File: src/hdl/dhsc_pkg.sv
// ----------------------------------------------------------------------------
// dhsc_pkg: shared types and functions for the duplicated SECDED byte codec
// Extended Hamming(8,4) encode and check functions, status and action codes.
// ----------------------------------------------------------------------------
`default_nettype none

package dhsc_pkg;

  localparam logic [3:0] NIB_MASK  = 4'hf;
  localparam logic [7:0] BYTE_MASK = 8'hff;

  typedef enum logic [0:0] {
    ACT_ENCODE = 1'b0,
    ACT_DECODE = 1'b1
  } action_t;

  typedef enum logic [1:0] {
    ST_CLEAN  = 2'd0,
    ST_FIXED  = 2'd1,
    ST_SECOND = 2'd2,
    ST_BOTH   = 2'd3
  } status_t;

  typedef struct packed {
    logic [3:0] nib;
    logic       dbl;
    logic       fixed;
  } check_t;

  function automatic logic [7:0] make_cw(input logic [3:0] nib);
    logic [6:0] low7;
    low7 = {nib[0] ^ nib[2] ^ nib[3],
            nib[0] ^ nib[1] ^ nib[3],
            nib[0] ^ nib[1] ^ nib[2],
            nib & NIB_MASK};
    return {^low7, low7};
  endfunction

  // Only data bits matter for the nibble, so only flips of bits 0-3 are applied.
  function automatic check_t check_cw(input logic [7:0] cw);
    logic   s1;
    logic   s2;
    logic   s3;
    logic   par;
    check_t res;
    s1  = cw[0] ^ cw[1] ^ cw[2] ^ cw[4];
    s2  = cw[0] ^ cw[1] ^ cw[3] ^ cw[5];
    s3  = cw[0] ^ cw[2] ^ cw[3] ^ cw[6];
    par = ^cw;
    res.nib    = cw[3:0] ^ ({4{par}} & {~s1 & s2 & s3,
                                        s1 & ~s2 & s3,
                                        s1 & s2 & ~s3,
                                        s1 & s2 & s3});
    res.fixed  = par;
    res.dbl    = ~par & (s1 | s2 | s3);
    return res;
  endfunction

endpackage

`default_nettype wire

File: src/hdl/dhsc_pair_dec.sv
// ----------------------------------------------------------------------------
// dhsc_pair_dec: decoder for one duplicated codeword pair
// Checks the first copy; on a double error falls back to the second copy.
// ----------------------------------------------------------------------------
`default_nettype none

module dhsc_pair_dec (
  input  wire logic [7:0]       first_cw,
  input  wire logic [7:0]       second_cw,
  output logic [3:0]            nib,
  output dhsc_pkg::status_t     status
);

  dhsc_pkg::check_t chk_a;
  dhsc_pkg::check_t chk_b;

  always_comb begin
    chk_a = dhsc_pkg::check_cw(first_cw);
    chk_b = dhsc_pkg::check_cw(second_cw);
    if (!chk_a.dbl) begin
      nib    = chk_a.nib;
      status = chk_a.fixed ? dhsc_pkg::ST_FIXED : dhsc_pkg::ST_CLEAN;
    end else begin
      nib    = chk_b.nib;
      status = chk_b.dbl ? dhsc_pkg::ST_BOTH : dhsc_pkg::ST_SECOND;
    end
  end

endmodule

`default_nettype wire

File: src/hdl/duplicated_hamming_secded_codec_top.sv
// ----------------------------------------------------------------------------
// duplicated_hamming_secded_codec_top: duplicated SECDED byte codec
// Encodes a byte into two copies of two Hamming(8,4) codewords, or decodes
// such a word with single-error correction and fallback to the second copy.
//
//   channel | ports                                    | direction
//   in      | in_valid/in_ready, action, data, code    | input transfer
//   out     | out_valid/out_ready, word, byte, status  | result transfer
//
// Two register stages: input register, then result register; the XOR check logic
// sits between them. One transfer per cycle sustained while out_ready stays high.
// Synchronous active-low reset clears both stage valid flags.
// A stalled output holds its result while the input register can still fill.
// ----------------------------------------------------------------------------
`default_nettype none

module duplicated_hamming_secded_codec_top (
  input  wire logic        clk,
  input  wire logic        rst_n,
  input  wire logic        in_valid,
  output logic             in_ready,
  input  wire logic        in_action,
  input  wire logic [7:0]  in_data_byte,
  input  wire logic [31:0] in_code_word,
  output logic             out_valid,
  input  wire logic        out_ready,
  output logic [31:0]      out_encoded_word,
  output logic [7:0]       out_decoded_byte,
  output logic [1:0]       out_high_status,
  output logic [1:0]       out_low_status
);

  logic        s1_valid_r;
  logic        s1_action_r;
  logic [7:0]  s1_data_r;
  logic [31:0] s1_code_r;

  logic        out_valid_r;
  logic [31:0] enc_r;
  logic [7:0]  dec_r;
  logic [1:0]  hst_r;
  logic [1:0]  lst_r;

  logic        out_load;
  logic        s1_load;

  logic [7:0]  cw_hi;
  logic [7:0]  cw_lo;
  logic [3:0]  hi_nib;
  logic [3:0]  lo_nib;
  dhsc_pkg::status_t hi_st;
  dhsc_pkg::status_t lo_st;

  logic [31:0] enc_nxt;
  logic [7:0]  dec_nxt;
  logic [1:0]  hst_nxt;
  logic [1:0]  lst_nxt;

  assign out_load = s1_valid_r && (!out_valid_r || out_ready);
  assign in_ready = !s1_valid_r || out_load;
  assign s1_load  = in_valid && in_ready;

  always_ff @(posedge clk) begin
    if (!rst_n) begin
      s1_valid_r <= 1'b0;
    end else if (in_ready) begin
      s1_valid_r <= in_valid;
    end
    if (s1_load) begin
      s1_action_r <= in_action;
      s1_data_r   <= in_data_byte;
      s1_code_r   <= in_code_word;
    end
  end

  dhsc_pair_dec u_hi_dec (
    .first_cw  (s1_code_r[7:0]),
    .second_cw (s1_code_r[15:8]),
    .nib       (hi_nib),
    .status    (hi_st)
  );

  dhsc_pair_dec u_lo_dec (
    .first_cw  (s1_code_r[23:16]),
    .second_cw (s1_code_r[31:24]),
    .nib       (lo_nib),
    .status    (lo_st)
  );

  always_comb begin
    cw_hi = dhsc_pkg::make_cw(s1_data_r[7:4]);
    cw_lo = dhsc_pkg::make_cw(s1_data_r[3:0]);
    if (s1_action_r == dhsc_pkg::ACT_ENCODE) begin
      enc_nxt = {cw_lo, cw_lo, cw_hi, cw_hi};
      dec_nxt = 8'd0;
      hst_nxt = dhsc_pkg::ST_CLEAN;
      lst_nxt = dhsc_pkg::ST_CLEAN;
    end else begin
      enc_nxt = 32'd0;
      dec_nxt = {hi_nib, lo_nib};
      hst_nxt = hi_st;
      lst_nxt = lo_st;
    end
  end

  always_ff @(posedge clk) begin
    if (!rst_n) begin
      out_valid_r <= 1'b0;
    end else if (!out_valid_r || out_ready) begin
      out_valid_r <= s1_valid_r;
    end
    if (out_load) begin
      enc_r <= enc_nxt;
      dec_r <= dec_nxt;
      hst_r <= hst_nxt;
      lst_r <= lst_nxt;
    end
  end

  assign out_valid        = out_valid_r;
  assign out_encoded_word = enc_r;
  assign out_decoded_byte = dec_r;
  assign out_high_status  = hst_r;
  assign out_low_status   = lst_r;

`ifndef SYNTH
  a_encode_no_status: assert property (@(posedge clk) disable iff (!rst_n)
    (out_valid && out_encoded_word != 32'd0) |->
      (out_decoded_byte == 8'd0 && out_high_status == dhsc_pkg::ST_CLEAN &&
       out_low_status == dhsc_pkg::ST_CLEAN))
    else $error("encode transfer carries decode fields");

  a_copies_match: assert property (@(posedge clk) disable iff (!rst_n)
    out_valid |-> (out_encoded_word[7:0] == out_encoded_word[15:8] &&
                   out_encoded_word[23:16] == out_encoded_word[31:24]))
    else $error("encoded copies differ");

  a_s1_hold: assert property (@(posedge clk) disable iff (!rst_n)
    (s1_valid_r && !out_load) |=>
      (s1_valid_r && $stable(s1_code_r) && $stable(s1_data_r) &&
       $stable(s1_action_r)))
    else $error("input register lost a stalled item");

  a_ready_when_empty: assert property (@(posedge clk) disable iff (!rst_n)
    !s1_valid_r |-> in_ready)
    else $error("empty input register not ready");
`endif

endmodule

`default_nettype wire

File: config.mk
export PLATFORM = sky130hd
export DESIGN_NAME = duplicated_hamming_secded_codec_top
export DESIGN_NICKNAME = d
export VERILOG_FILES = /design/src/hdl/dhsc_pkg.sv /design/src/hdl/dhsc_pair_dec.sv /design/src/hdl/duplicated_hamming_secded_codec_top.sv
export SDC_FILE = /design/constraint.sdc
export NUM_CORES = 1
export LEC_CHECK = 0
export BUFFER_PORTS_ARGS = -buffer_cell sky130_fd_sc_hd__buf_2
export CORE_UTILIZATION = 57
export CTS_CLUSTER_DIAMETER = 150
export DETAILED_ROUTE_END_ITERATION = 12
export PLACE_DENSITY = 0.87
export SLEW_MARGIN = 20
export SYNTH_ARGS = -nofsm -noshare
export SYNTH_HDL_FRONTEND = slang
export SYNTH_SLANG_ARGS = --single-unit
File: constraint.sdc
create_clock -name clk -period 3.2 [get_ports clk]
set_input_delay 0.64 -clock clk [delete_from_list [all_inputs] [get_ports clk]]
set_output_delay 0.64 -clock clk [all_outputs]
set_load 0.02 [all_outputs]
==> key figures, run 1 <==
CTS
  • Clk sink count: 71
  • Max clock buf depth: 2
  • Cts bufs inserted: 9
  • Worst skew pair latency: 0.35 ns
  • H-tree depth: 3
  • TritonCTS clock tree: yes
  • Clock-pin slew on the worst setup and hold paths: 0.08 ns
  • Resize count post-CTS: 0
  • Root Buffer: clkbuf_8
  • Setup bufs post-CTS: 0
  • CTS Hold Bufs: 0

Worst setup path
  • WS Path Type: reg -> reg
  • Worst-case reg-to-reg path depth: 6
  • Startpoint Class: register
  • Reg2Reg Setup Slack: 1.04 ns
  • Critical path buffer and inverter count: 0
  • Worst Path Max Fanout: 7
  • RR Endpoint: out_decoded_byte[6]
  • CP Capture Type: register
  • Delay-heaviest family, CP: XOR/XNOR gates
  • CP required: 3.29 ns
  • CP max stage cell: xnor3_2
  • Crit path arrival time: 2.26 ns
  • Reg2Reg Launch Point: s1_code_r[1]
  • CP peak stage delay: 0.51 ns
  • Cell chain of the critical path: xnor3_2 -> xor2_1 -> nor2_1 -> a21oi_2 -> nand2b_1 -> a21oi_1

Place
  • Post-place setup slack: 1.07 ns
  • GPL Wtd Cong: 0.940
  • DP Area: 0.00406 sq mm
  • Port buffer count: 90
  • Final HPWL from detailed placement: 4570 um

Timing
  • Tmin final: 2.16 ns
  • Relative slew slack: 37.2%
  • RSZ-0062 raised after global routing: false
  • Max-slew violations: 0
  • Clk_skew: 0.00958 ns
  • Hold Fails Final Rpt: 0
  • Final cycle utilization of the critical path: 67.6%
  • Setup TNS Final: 0 ns
  • Max Freq: 462 MHz
  • Worst-Margin Slew: 0.942 ns
  • Final setup fails: 0
  • Setup WS post-layout: 1.04 ns

Pwr
  • P_int: 0.00174 W
  • Leakage: 1.62 nW
  • Comb pwr share: 20.4%
  • Power per Cell Area: 566 mW/mm^2
  • VDD IR max: 0.000350 V
  • Clock power share: 32.3%
  • Total Power: 0.00242 W
  • Net Sw Frac: 28.2%
  • P_sw: 0.000684 W
  • Flop pwr share: 47.3%

Detailed routing
  • ANT nets after route: 0
  • DRT iter0 DRCs: 211
  • Wire per inst: 14.1 um
  • Vias: 2465
  • Post-Route WL: 6380 um
  • Avg Vias per Cell: 5.45
  • Initial DRT Pass Iterations: 4
  • Post-route DRC violation count: 0

Logic synthesis
  • Post-Syn Nets: 338
  • Distinct cells, synth: 38
  • Synth Warn #: 0
  • Register area share after synthesis: 57.9%
  • Syn avg cell area: 12.5 sq um
  • Synthesized area: 0.00365 sq mm
  • Flops & latches, synth: 71
  • Cells after Synth: 293

Hold path
  • Hold Crit Class: in -> reg
  • HP Start: in_code_word[29]
  • Worst Hold Path Cells: 1
  • WHS Endpoint: s1_code_r[29]

Cells and area
  • P&R area growth vs syn: 17.2%
  • Register area: 0.00211 sq mm
  • Diode count: 0
  • Final Util: 70.6%
  • Post-Layout Inst Area: 0.00428 sq mm
  • Share of layout cells above drive strength 1: 30.8%
  • Area of the multi-input gates: 0.00139 sq mm
  • NumNets Final: 417
  • Fillcell total: 429

Floorplan
  • Die Span X: 82.0 um
  • Die ar.: 0.00673 sq mm
  • Die H: 82.0 um
  • Num rows: 28
  • Initial Util: 60.2%
  • Core ar.: 0.00606 sq mm
  • Top-level port count: 91

Outcome
  • Run status: complete, no violations

Flow run
  • Max Cap Violations: 0

Global route
  • Global-route usage over all layers: 20.3%
  • Largest net degree at the start of global routing: 42
  • First-pass GRT wire length: 9890 um
  • Total grt overflow: 0
  • Number of global-route vias before repair: 2222
  • Initial antenna violation count: 0
[stage by stage]
| stage | std cells | hold WS, ns |
|---|---|---|
| after global routing | 452 | 0.448 |
| after global placement | 436 | 0.494 |
| after floorplan | 293 | 0.477 |
| after CTS | 452 | 0.443 |
| final | 452 | 0.460 |
| after detailed placement | 436 | 0.518 |
[cells in the final DEF (no fill, tap or decap), drive strengths merged, types with 3 or more instances in the layout]
cell | synthesis | routed
buf | 17 | 91
edfxtp | 69 | 69
xnor2 | 45 | 45
xor2 | 27 | 27
nor2 | 17 | 17
nor3 | 14 | 14
nor2b | 13 | 13
nand2 | 12 | 12
nand3 | 12 | 12
o21ai | 12 | 12
a21oi | 10 | 10
a211oi | 9 | 9
clkbuf | 6 | 9
a31oi | 4 | 4
clkinv | 0 | 3
and2 | 3 | 3
[metal layers]
metal	wire, um	up-vias	global-route usage, %
met1	2750	1130	23.7
li1	-	1205	-
met3	448	16	4.33
met2	3010	114	34.0
met4	167	0	12.8
met5	0	-	0
[flip-flops by register name, indices dropped and copies added (netlist names)]
| name | cells |
|---|---|
| out_valid | 1 |
| out_low_status | 2 |
| out_encoded_word | 16 |
| s1_valid_r | 1 |
| s1_code_r | 32 |
| s1_action_r | 1 |
| out_high_status | 2 |
| out_decoded_byte | 8 |
| s1_data_r | 8 |
[synth_stat cells (all sizes together)]
cell type,number,area [sq um]
a221oi,2,17.5
buf,17,125
o211a,1,10.0
a21oi,10,53.8
xnor2,45,417
a31oi,4,25.0
a211o,1,8.76
nor3,14,70.1
a22oi,2,15.0
or3,1,6.26
o31ai,1,7.51
and2,3,21.3
o21a,1,7.51
inv,2,7.51
nor2b,13,81.3
o2111a,1,11.3
nor2,17,63.8
nand2,12,45.0
dfxtp,2,40.0
clkbuf,6,23.8
edfxtp,69,2070
nand4,2,12.5
mux2i,2,32.5
nand2b,1,6.26
nand3,12,60.1
a211oi,9,67.6
nor4,1,6.26
xnor3,1,23.8
xor2,27,236
o211ai,2,15.0
o21ai,12,60.1
[worst max-delay path by stage]
stage / from / to / slack, ns / cells past startpoint
after global routing: s1_code_r[1] / out_decoded_byte[7] / 0.92 / 6
after global placement: s1_code_r[1] / out_decoded_byte[7] / 1.18 / 6
after detailed placement: s1_code_r[1] / out_decoded_byte[4] / 1.07 / 6
after floorplan: out_ready / out_decoded_byte[0] / 0.80 / 2
after CTS: s1_code_r[1] / out_decoded_byte[6] / 1.05 / 6
final: s1_code_r[1] / out_decoded_byte[6] / 1.04 / 6
[final cells by class]
type,count,area share [%]
clock buffers,9,2.90
repair buffers,91,10.7
inverters,2,0.175
multi-input cells,197,32.4
clock inverters,7,2.28
well taps,75,2.19
flip-flops and latches,71,49.4
[logic make-up after synthesis]
logic type / Yosys count / synth area share [%]
flip-flops: 71 / 57.9
AO/OA/AOI/OAI: 46 / 8.19
multiplexers: 2 / 0.891
AND/OR/NAND/NOR: 76 / 10.2
buffers and inverters: 25 / 4.29
XOR/XNOR: 73 / 18.5
[power groups by stage]
stage / Clock, W / Sequential [W] / Combinational [W]
6_report: 0.000782 / 0.00115 / 0.000494
2_1_floorplan: 0 / 0.00118 / 0.000361
4_1_cts: 0.000801 / 0.00115 / 0.000493
5_1_grt: 0.000834 / 0.00115 / 0.000544
3_5_place_dp: 0 / 0.00117 / 0.000488
3_3_place_gp: 0 / 0.00116 / 0.000471
Power figures use the tool's default switching activity.
==> run 2: changes to the inputs <==
CORE_UTILIZATION = 53   (was 57)
PLACE_DENSITY = 0.82   (was 0.87)
clock period = 2.1 ns   (was 3.2 ns; I/O delays follow)
==> run 2 against run 1 <==
Core utilization shrank 0.52 points. Total power grew 61%. Cell count grew 4.2%. First-iteration DRC count shrank 52%. Worst setup slack lost 0.95 ns. Clock power grew 68%. Sequential share of layout area shrank 3.0 points. Flip-flop and latch count is the same. Hold slack lost 0.21 ns. Wire length shrank 1.6%. Largest cell class unchanged.
==> key figures, run 2 (same netlist as run 1, synthesis figures left out) <==
Pwr
  • Total Power: 0.00390 W (was 0.00242 W)
  • Power per Cell Area: 857 mW/mm^2 (was 566 mW/mm^2)
  • P_int: 0.00284 W (was 0.00174 W)
  • VDD IR max: 0.000500 V (was 0.000350 V)
  • Flop pwr share: 44.6% (was 47.3%)
  • Net Sw Frac: 27.3% (was 28.2%)
  • Clock power share: 33.6% (was 32.3%)
  • P_sw: 0.00106 W (was 0.000684 W)
  • Leakage: 1.77 nW (was 1.62 nW)
  • Comb pwr share: 21.9% (was 20.4%)

Cells and area
  • NumNets Final: 434 (was 417)
  • Diode count: 0 (unchanged)
  • Most common cell after layout, fill and taps aside: buf_2 (unchanged)
  • Share of layout cells above drive strength 1: 37.3% (was 30.8%)
  • P&R area growth vs syn: 24.7% (was 17.2%)
  • Most frequent cells in the layout: buf_2 (90), edfxtp_1 (69), xnor2_1 (34) (was buf_2 (90), edfxtp_1 (69), xnor2_1 (42))
  • Layout Cells excl Fill: 471 (was 452)
  • Max FFs per register: 32 (unchanged)
  • Top reg by flops: s1_code_r (unchanged)

Detailed routing
  • Wire per inst: 13.3 um (was 14.1 um)
  • Avg Vias per Cell: 5.21 (was 5.45)
  • DRT iter0 DRCs: 101 (was 211)
  • Metal3 WL: 404 um (was 448 um)
  • Met2 wire length: 3020 um (was 3010 um)
  • Initial DRT Pass Iterations: 5 (was 4)
  • Max layer used: met4 (unchanged)
  • ANT nets after route: 0 (unchanged)
  • Post-route DRC violation count: 0 (unchanged)
  • Post-Route WL: 6280 um (was 6380 um)
  • WL met1: 2740 um (was 2750 um)
  • Vias: 2456 (was 2465)

Global route
  • Global-route usage over all layers: 18.2% (was 20.3%)
  • Number of global-route vias before repair: 2264 (was 2222)
  • Total grt overflow: 0 (unchanged)
  • Largest net degree at the start of global routing: 42 (unchanged)
  • First-pass GRT wire length: 10000 um (was 9890 um)
  • Initial antenna violation count: 0 (unchanged)

Worst setup path
  • Worst-case reg-to-reg path depth: 7 (was 6)
  • CP max stage cell: edfxtp_1 (was xnor3_2)
  • CP startpoint: s1_code_r[19] (was s1_code_r[1])
  • Startpoint Class: register (unchanged)
  • CP peak stage delay: 0.51 ns (about the same)
  • CP required: 2.20 ns (was 3.29 ns)
  • Crit path top cell by count: xnor2_2
  • Reg2Reg Setup Slack: 0.09 ns (was 1.04 ns)
  • Critical path buffer and inverter count: 1 (was 0)
  • RR Endpoint: out_decoded_byte[0] (was out_decoded_byte[6])
  • Crit path arrival time: 2.11 ns (was 2.26 ns)
  • CP Capture Type: register (unchanged)
  • Cell chain of the critical path: xnor2_2 -> xnor2_2 -> o21ai_1 -> mux2i_4 -> buf_4 -> nand2_1 -> o211a_1 (was xnor3_2 -> xor2_1 -> nor2_1 -> a21oi_2 -> nand2b_1 -> a21oi_1)
  • Delay-heaviest family, CP: flip-flops (was XOR/XNOR gates)
  • Worst Path Max Fanout: 7 (unchanged)
  • Reg2Reg Launch Point: s1_code_r[19] (was s1_code_r[1])
  • WS Path Type: reg -> reg (unchanged)

CTS
  • H-tree depth: 3 (unchanged)
  • Clk sink count: 71 (unchanged)
  • Cts bufs inserted: 9 (unchanged)
  • Worst skew pair latency: 0.34 ns (was 0.35 ns)
  • Root Buffer: clkbuf_8 (unchanged)
  • Max clock buf depth: 2 (unchanged)
  • TritonCTS clock tree: yes (unchanged)
  • Clock-pin slew on the worst setup and hold paths: 0.08 ns (about the same)

Place
  • Post-place setup slack: 0.0659 ns (was 1.07 ns)
  • Final HPWL from detailed placement: 4500 um (was 4570 um)
  • Port buffer count: 90 (unchanged)
  • GPL Wtd Cong: 0.865 (was 0.940)
  • Dpl cells: 450 (was 436)

Timing
  • Worst hold slack: 0.251 ns (was 0.460 ns)
  • Max Freq: 497 MHz (was 462 MHz)
  • Worst-Margin Slew: 0.937 ns (was 0.942 ns)
  • Final setup fails: 0 (unchanged)
  • Clk_skew: 0.00880 ns (was 0.00958 ns)
  • Final cycle utilization of the critical path: 95.8% (was 67.6%)
  • Hold Fails Final Rpt: 0 (unchanged)
  • Tmin final: 2.01 ns (was 2.16 ns)
  • Relative slew slack: 37.5% (was 37.2%)
  • Max-slew violations: 0 (unchanged)
  • Setup WS post-layout: 0.0892 ns (was 1.04 ns)

Hold path
  • Worst Hold Path Cells: 1 (unchanged)
  • WHS Endpoint: s1_data_r[7] (was s1_code_r[29])
  • HP Start: in_data_byte[7] (was in_code_word[29])
  • Hold Crit Class: in -> reg (unchanged)

Floorplan
  • Initial Util: 56.2% (was 60.2%)
  • Num rows: 29 (was 28)
  • Core ar.: 0.00649 sq mm (was 0.00606 sq mm)
  • Top-level port count: 91 (unchanged)
  • Die Span X: 85.0 um (was 82.0 um)
  • Die ar.: 0.00722 sq mm (was 0.00673 sq mm)
  • Die H: 85.0 um (was 82.0 um)

Outcome
  • Run status: complete, no violations (unchanged)

Flow run
  • Max Cap Violations: 0 (unchanged)
-- run 2: how the worst max path moves through the flow --
stage / to / cells past startpoint
floorplan: out_decoded_byte[4] / 7
global placement: out_low_status[0] / 6
detailed placement: out_decoded_byte[1] / 6
CTS: out_decoded_byte[1] / 6
global route: out_decoded_byte[0] / 7
finish: out_decoded_byte[0] / 7
-- run 2: layout make-up --
class / count / area [sq um]
clock buffers: 9 / 124
flip-flops and latches: 71 / 2110
well taps: 77 / 96.3
multi-input cells: 197 / 1510
clock inverters: 7 / 120
repair buffers: 108 / 586
inverters: 2 / 7.51
fillers: 455 / 1940
-- run 2: power by group through the flow --
stage	Sequential (W)	Clock (W)	Combinational, W
after global routing	0.00175	0.00140	0.000931
final	0.00174	0.00131	0.000853
after floorplan	0.00180	0	0.000550
after detailed placement	0.00176	0	0.000791
after global placement	0.00176	0	0.000770
after CTS	0.00173	0.00134	0.000799
-- run 2: stage by stage --
| stage | area, sq um | util (%) | setup TNS (ns) |
|---|---|---|---|
| after global routing | 4550 | 70.1 | -0.0202 |
| after detailed placement | 4150 | 63.9 | 0 |
| after global placement | 4150 | 63.9 | 0 |
| after CTS | 4390 | 67.6 | 0 |
| final | 4550 | 70.1 | 0 |
| after floorplan | 3650 | - | 0 |
-- run 2: what timing repair did --
| item | CTS | global route |
|---|---|---|
| setup endpoints to repair | 0 | 6 |
| setup buffers | 0 | 5 |
| hold buffers | 0 | 0 |
| gates resized for setup | 0 | 16 |
-- run 2: routing by layer --
layer	track usage, %	up-vias
li1	-	1232
met1	23.0	1108
met2	29.8	106
met3	4.09	10
met4	8.32	0
met5	0	-
==> run 3: changes to the inputs <==
CORE_UTILIZATION = 56   (was 53)
PLACE_DENSITY = 0.83   (was 0.82)
SYNTH_HIERARCHICAL = 1   (was default)
==> run 3 against run 2 <==
Sequential share of layout area fell by 13 points. Total power rose by 13%. The run now ends with setup timing left. Worst setup slack got worse by 0.29 ns.
==> key figures, run 3 <==
Cells and area
  • Share of layout cells above drive strength 1: 53.3% (was 37.3%)
  • P&R area growth vs syn: 40.5% (was 24.7%)
  • Most frequent cells in the layout: buf_2 (90), buf_4 (84), edfxtp_1 (69) (was buf_2 (90), edfxtp_1 (69), xnor2_1 (34))
  • Max FFs per register: 32 (unchanged)
  • Top reg by flops: s1_code_r (unchanged)
  • Layout Cells excl Fill: 663 (was 471)
  • NumNets Final: 601 (was 434)
  • Most common cell after layout, fill and taps aside: buf_2 (unchanged)
  • Diode count: 0 (unchanged)

Logic synthesis
  • Most frequent cell after synthesis: edfxtp_1 (unchanged)
  • Commonest cells post-synth: edfxtp_1 (69), nor2_1 (26), xnor2_1 (23), a21oi_1 (21) (was edfxtp_1 (69), xnor2_1 (42), xor2_1 (27), nor2_1 (17), buf_4 (16))
  • EDFF count, synth: 69 (unchanged)
  • Synth top area share: 46.1% (was 56.8%)
  • Syn avg cell area: 11.3 sq um (was 12.5 sq um)
  • Register area share after synthesis: 47.0% (was 57.9%)
  • Synth Warn #: 6 (was 0)
  • Flops & latches, synth: 71 (unchanged)
  • Synthesized area: 0.00450 sq mm (was 0.00365 sq mm)
  • Cell taking the most area after synthesis: edfxtp_1 (unchanged)
  • Distinct cells, synth: 52 (was 38)
  • Largest cells by area after synthesis: edfxtp_1 (46%), xnor2_1 (4.5%), buf_4 (3.3%) (was edfxtp_1 (57%), xnor2_1 (10%), xor2_1 (6.5%))
  • Post-Syn Nets: 442 (was 338)
  • Asr flop ratio synth: 0% (unchanged)
  • Cells after Synth: 397 (was 293)
  • Synth Flop Type: edfxtp_1 (unchanged)

Timing
  • Hold Fails Final Rpt: 0 (unchanged)
  • Final setup fails: 8 (was 0)
  • Worst-Margin Slew: 0.820 ns (was 0.937 ns)
  • Clk_skew: 0.00790 ns (was 0.00880 ns)
  • Max Freq: 435 MHz (was 497 MHz)
  • RSZ-0062 raised after global routing: true
  • Worst hold slack: 0.239 ns (was 0.251 ns)
  • Final cycle utilization of the critical path: 109% (was 95.8%)
  • Relative slew slack: 45.3% (was 37.5%)
  • Max-slew violations: 0 (unchanged)
  • Setup TNS Final: -0.803 ns (was 0 ns)
  • Tmin final: 2.30 ns (was 2.01 ns)
  • Setup WS post-layout: -0.197 ns (was 0.0892 ns)

Place
  • Dpl cells: 629 (was 450)
  • Post-place setup slack: -0.163 ns (was 0.0659 ns)
  • Port buffer count: 90 (unchanged)
  • GPL Wtd Cong: 0.895 (was 0.865)
  • Final HPWL from detailed placement: 7560 um (was 4500 um)

Floorplan
  • Die Span X: 91.6 um (was 85.0 um)
  • Die H: 91.6 um (was 85.0 um)
  • Top-level port count: 91 (unchanged)
  • Num rows: 32 (was 29)
  • Core ar.: 0.00773 sq mm (was 0.00649 sq mm)
  • Die ar.: 0.00839 sq mm (was 0.00722 sq mm)
  • Initial Util: 58.2% (was 56.2%)

Global route
  • Largest net degree at the start of global routing: 42 (unchanged)
  • Global-route usage over all layers: 25.8% (was 18.2%)
  • Number of global-route vias before repair: 3650 (was 2264)
  • Initial antenna violation count: 0 (unchanged)
  • Total grt overflow: 0 (unchanged)
  • First-pass GRT wire length: 16700 um (was 10000 um)

Pwr
  • Power per Cell Area: 695 mW/mm^2 (was 857 mW/mm^2)
  • VDD IR max: 0.000546 V (was 0.000500 V)
  • Leakage: 2.53 nW (was 1.77 nW)
  • Clock power share: 24.0% (was 33.6%)
  • Net Sw Frac: 34.3% (was 27.3%)
  • P_sw: 0.00151 W (was 0.00106 W)
  • Flop pwr share: 39.5% (was 44.6%)
  • Comb pwr share: 36.5% (was 21.9%)
  • P_int: 0.00288 W (was 0.00284 W)

Detailed routing
  • Wire per inst: 17.6 um (was 13.3 um)
  • Initial DRT Pass Iterations: 5 (unchanged)
  • Post-route DRC violation count: 0 (unchanged)
  • Vias: 3794 (was 2456)
  • DRT iter0 DRCs: 262 (was 101)
  • ANT nets after route: 0 (unchanged)
  • Avg Vias per Cell: 5.72 (was 5.21)
  • Post-Route WL: 11700 um (was 6280 um)

Worst setup path
  • CP required: 2.21 ns (was 2.20 ns)
  • Worst Path Max Fanout: 3 (was 7)
  • Startpoint Class: register (unchanged)
  • CP Capture Type: register (unchanged)
  • Crit path arrival time: 2.41 ns (was 2.11 ns)
  • WS Path Type: reg -> reg (unchanged)

CTS
  • Max clock buf depth: 2 (unchanged)
  • Cts bufs inserted: 9 (unchanged)
  • TritonCTS clock tree: yes (unchanged)
  • Clock-pin slew on the worst setup and hold paths: 0.09 ns (was 0.08 ns)
  • Clk sink count: 71 (unchanged)
  • H-tree depth: 3 (unchanged)
  • Root Buffer: clkbuf_8 (unchanged)
  • Worst skew pair latency: 0.35 ns (was 0.34 ns)

Hold path
  • Hold Crit Class: in -> reg (unchanged)

Outcome
  • Violated checks: setup timing
  • Run status: complete, but fails checks (was complete, no violations)

Flow run
  • Max Cap Violations: 0 (unchanged)
## run 3: cell types whose count changed after synthesis, sizes merged, moves of 5 or more
cell and delta:
a21oi +11, and2 +9, buf +19, inv +5, mux2 +8, nand2 +8, nand3 +8, nor2 +9
or3 +9, xnor2 -16, xor2 -6
## run 3: final cells by class
type	instances	area, sq um
inverters	7	26.3
flip-flops and latches	71	2110
clock buffers	9	124
clock inverters	7	62.6
fillers	432	1410
multi-input cells	280	2630
repair buffers	187	1230
well taps	102	128
## run 3: final timing paths
| kind | startpoint | endpoint | slack (ns) | cells after the start |
|---|---|---|---|---|
| max | s1_code_r[13] | out_decoded_byte[5] | -0.20 | 6 |
| min | in_code_word[19] | s1_code_r[19] | 0.24 | 1 |
| max reg2reg | s1_code_r[13] | out_decoded_byte[5] | -0.20 | 6 |
| min reg2reg | out_valid | s1_valid_r | 0.55 | 2 |
## run 3: logic make-up (layout without fill, tap and decap cells)
kind of cell	Yosys count	in the layout	synth area share [%]
and+or+nand+nor	125	125	14.4
AOI/OAI and AO/OA	89	89	14.1
muxes	10	10	2.45
xor gates and xnor gates	54	54	14.5
buffers and inverters	46	210	7.10
DFF	71	71	47.0
adders and majority gates	2	2	0.501
## run 3: critical path: stages (launching register included)
cell and delay [ns]:
edfxtp_1 0.41, xor3_2 0.47, or3_1 0.39, maj3_2 0.31, o2111ai_2 0.18, nand3_1 0.13, and2_1 0.17
## run 3: metrics by stage
| step | power (W) | utilization (%) | instance area [sq um] |
|---|---|---|---|
| 6_report | 0.00439 | 81.7 | 6310 |
| 2_1_floorplan | 0.00262 | - | 4620 |
| 5_1_grt | 0.00457 | 81.7 | 6310 |
| 4_1_cts | 0.00416 | 75.0 | 5800 |
| 3_5_place_dp | 0.00308 | 71.0 | 5490 |
| 3_3_place_gp | 0.00302 | 71.0 | 5490 |
## run 3: layer usage
layer	GRT usage [%]	wire length (um)	part of all wire [%]	up-vias
met5	0	0	0	-
met4	10.6	400	3.4	0
met3	5.44	665	5.7	42
met2	46.8	6340	54	169
met1	29.3	4260	37	1816
li1	-	-	-	1767
## run 3: power groups by stage
stage / Sequential (W) / Combinational, W / Clock [W]
final: 0.00173 / 0.00160 / 0.00105
after global routing: 0.00175 / 0.00170 / 0.00113
after CTS: 0.00174 / 0.00136 / 0.00106
after detailed placement: 0.00178 / 0.00130 / 0
after global placement: 0.00177 / 0.00125 / 0
after floorplan: 0.00179 / 0.000828 / 0
## run 3: what timing repair did
item	in CTS	in global routing
hold buffers	0	0
pin swaps	12	29
setup endpoints to repair	10	10
setup buffers	3	15
gates resized for setup	18	66
endpoints found under the hold margin	0	0
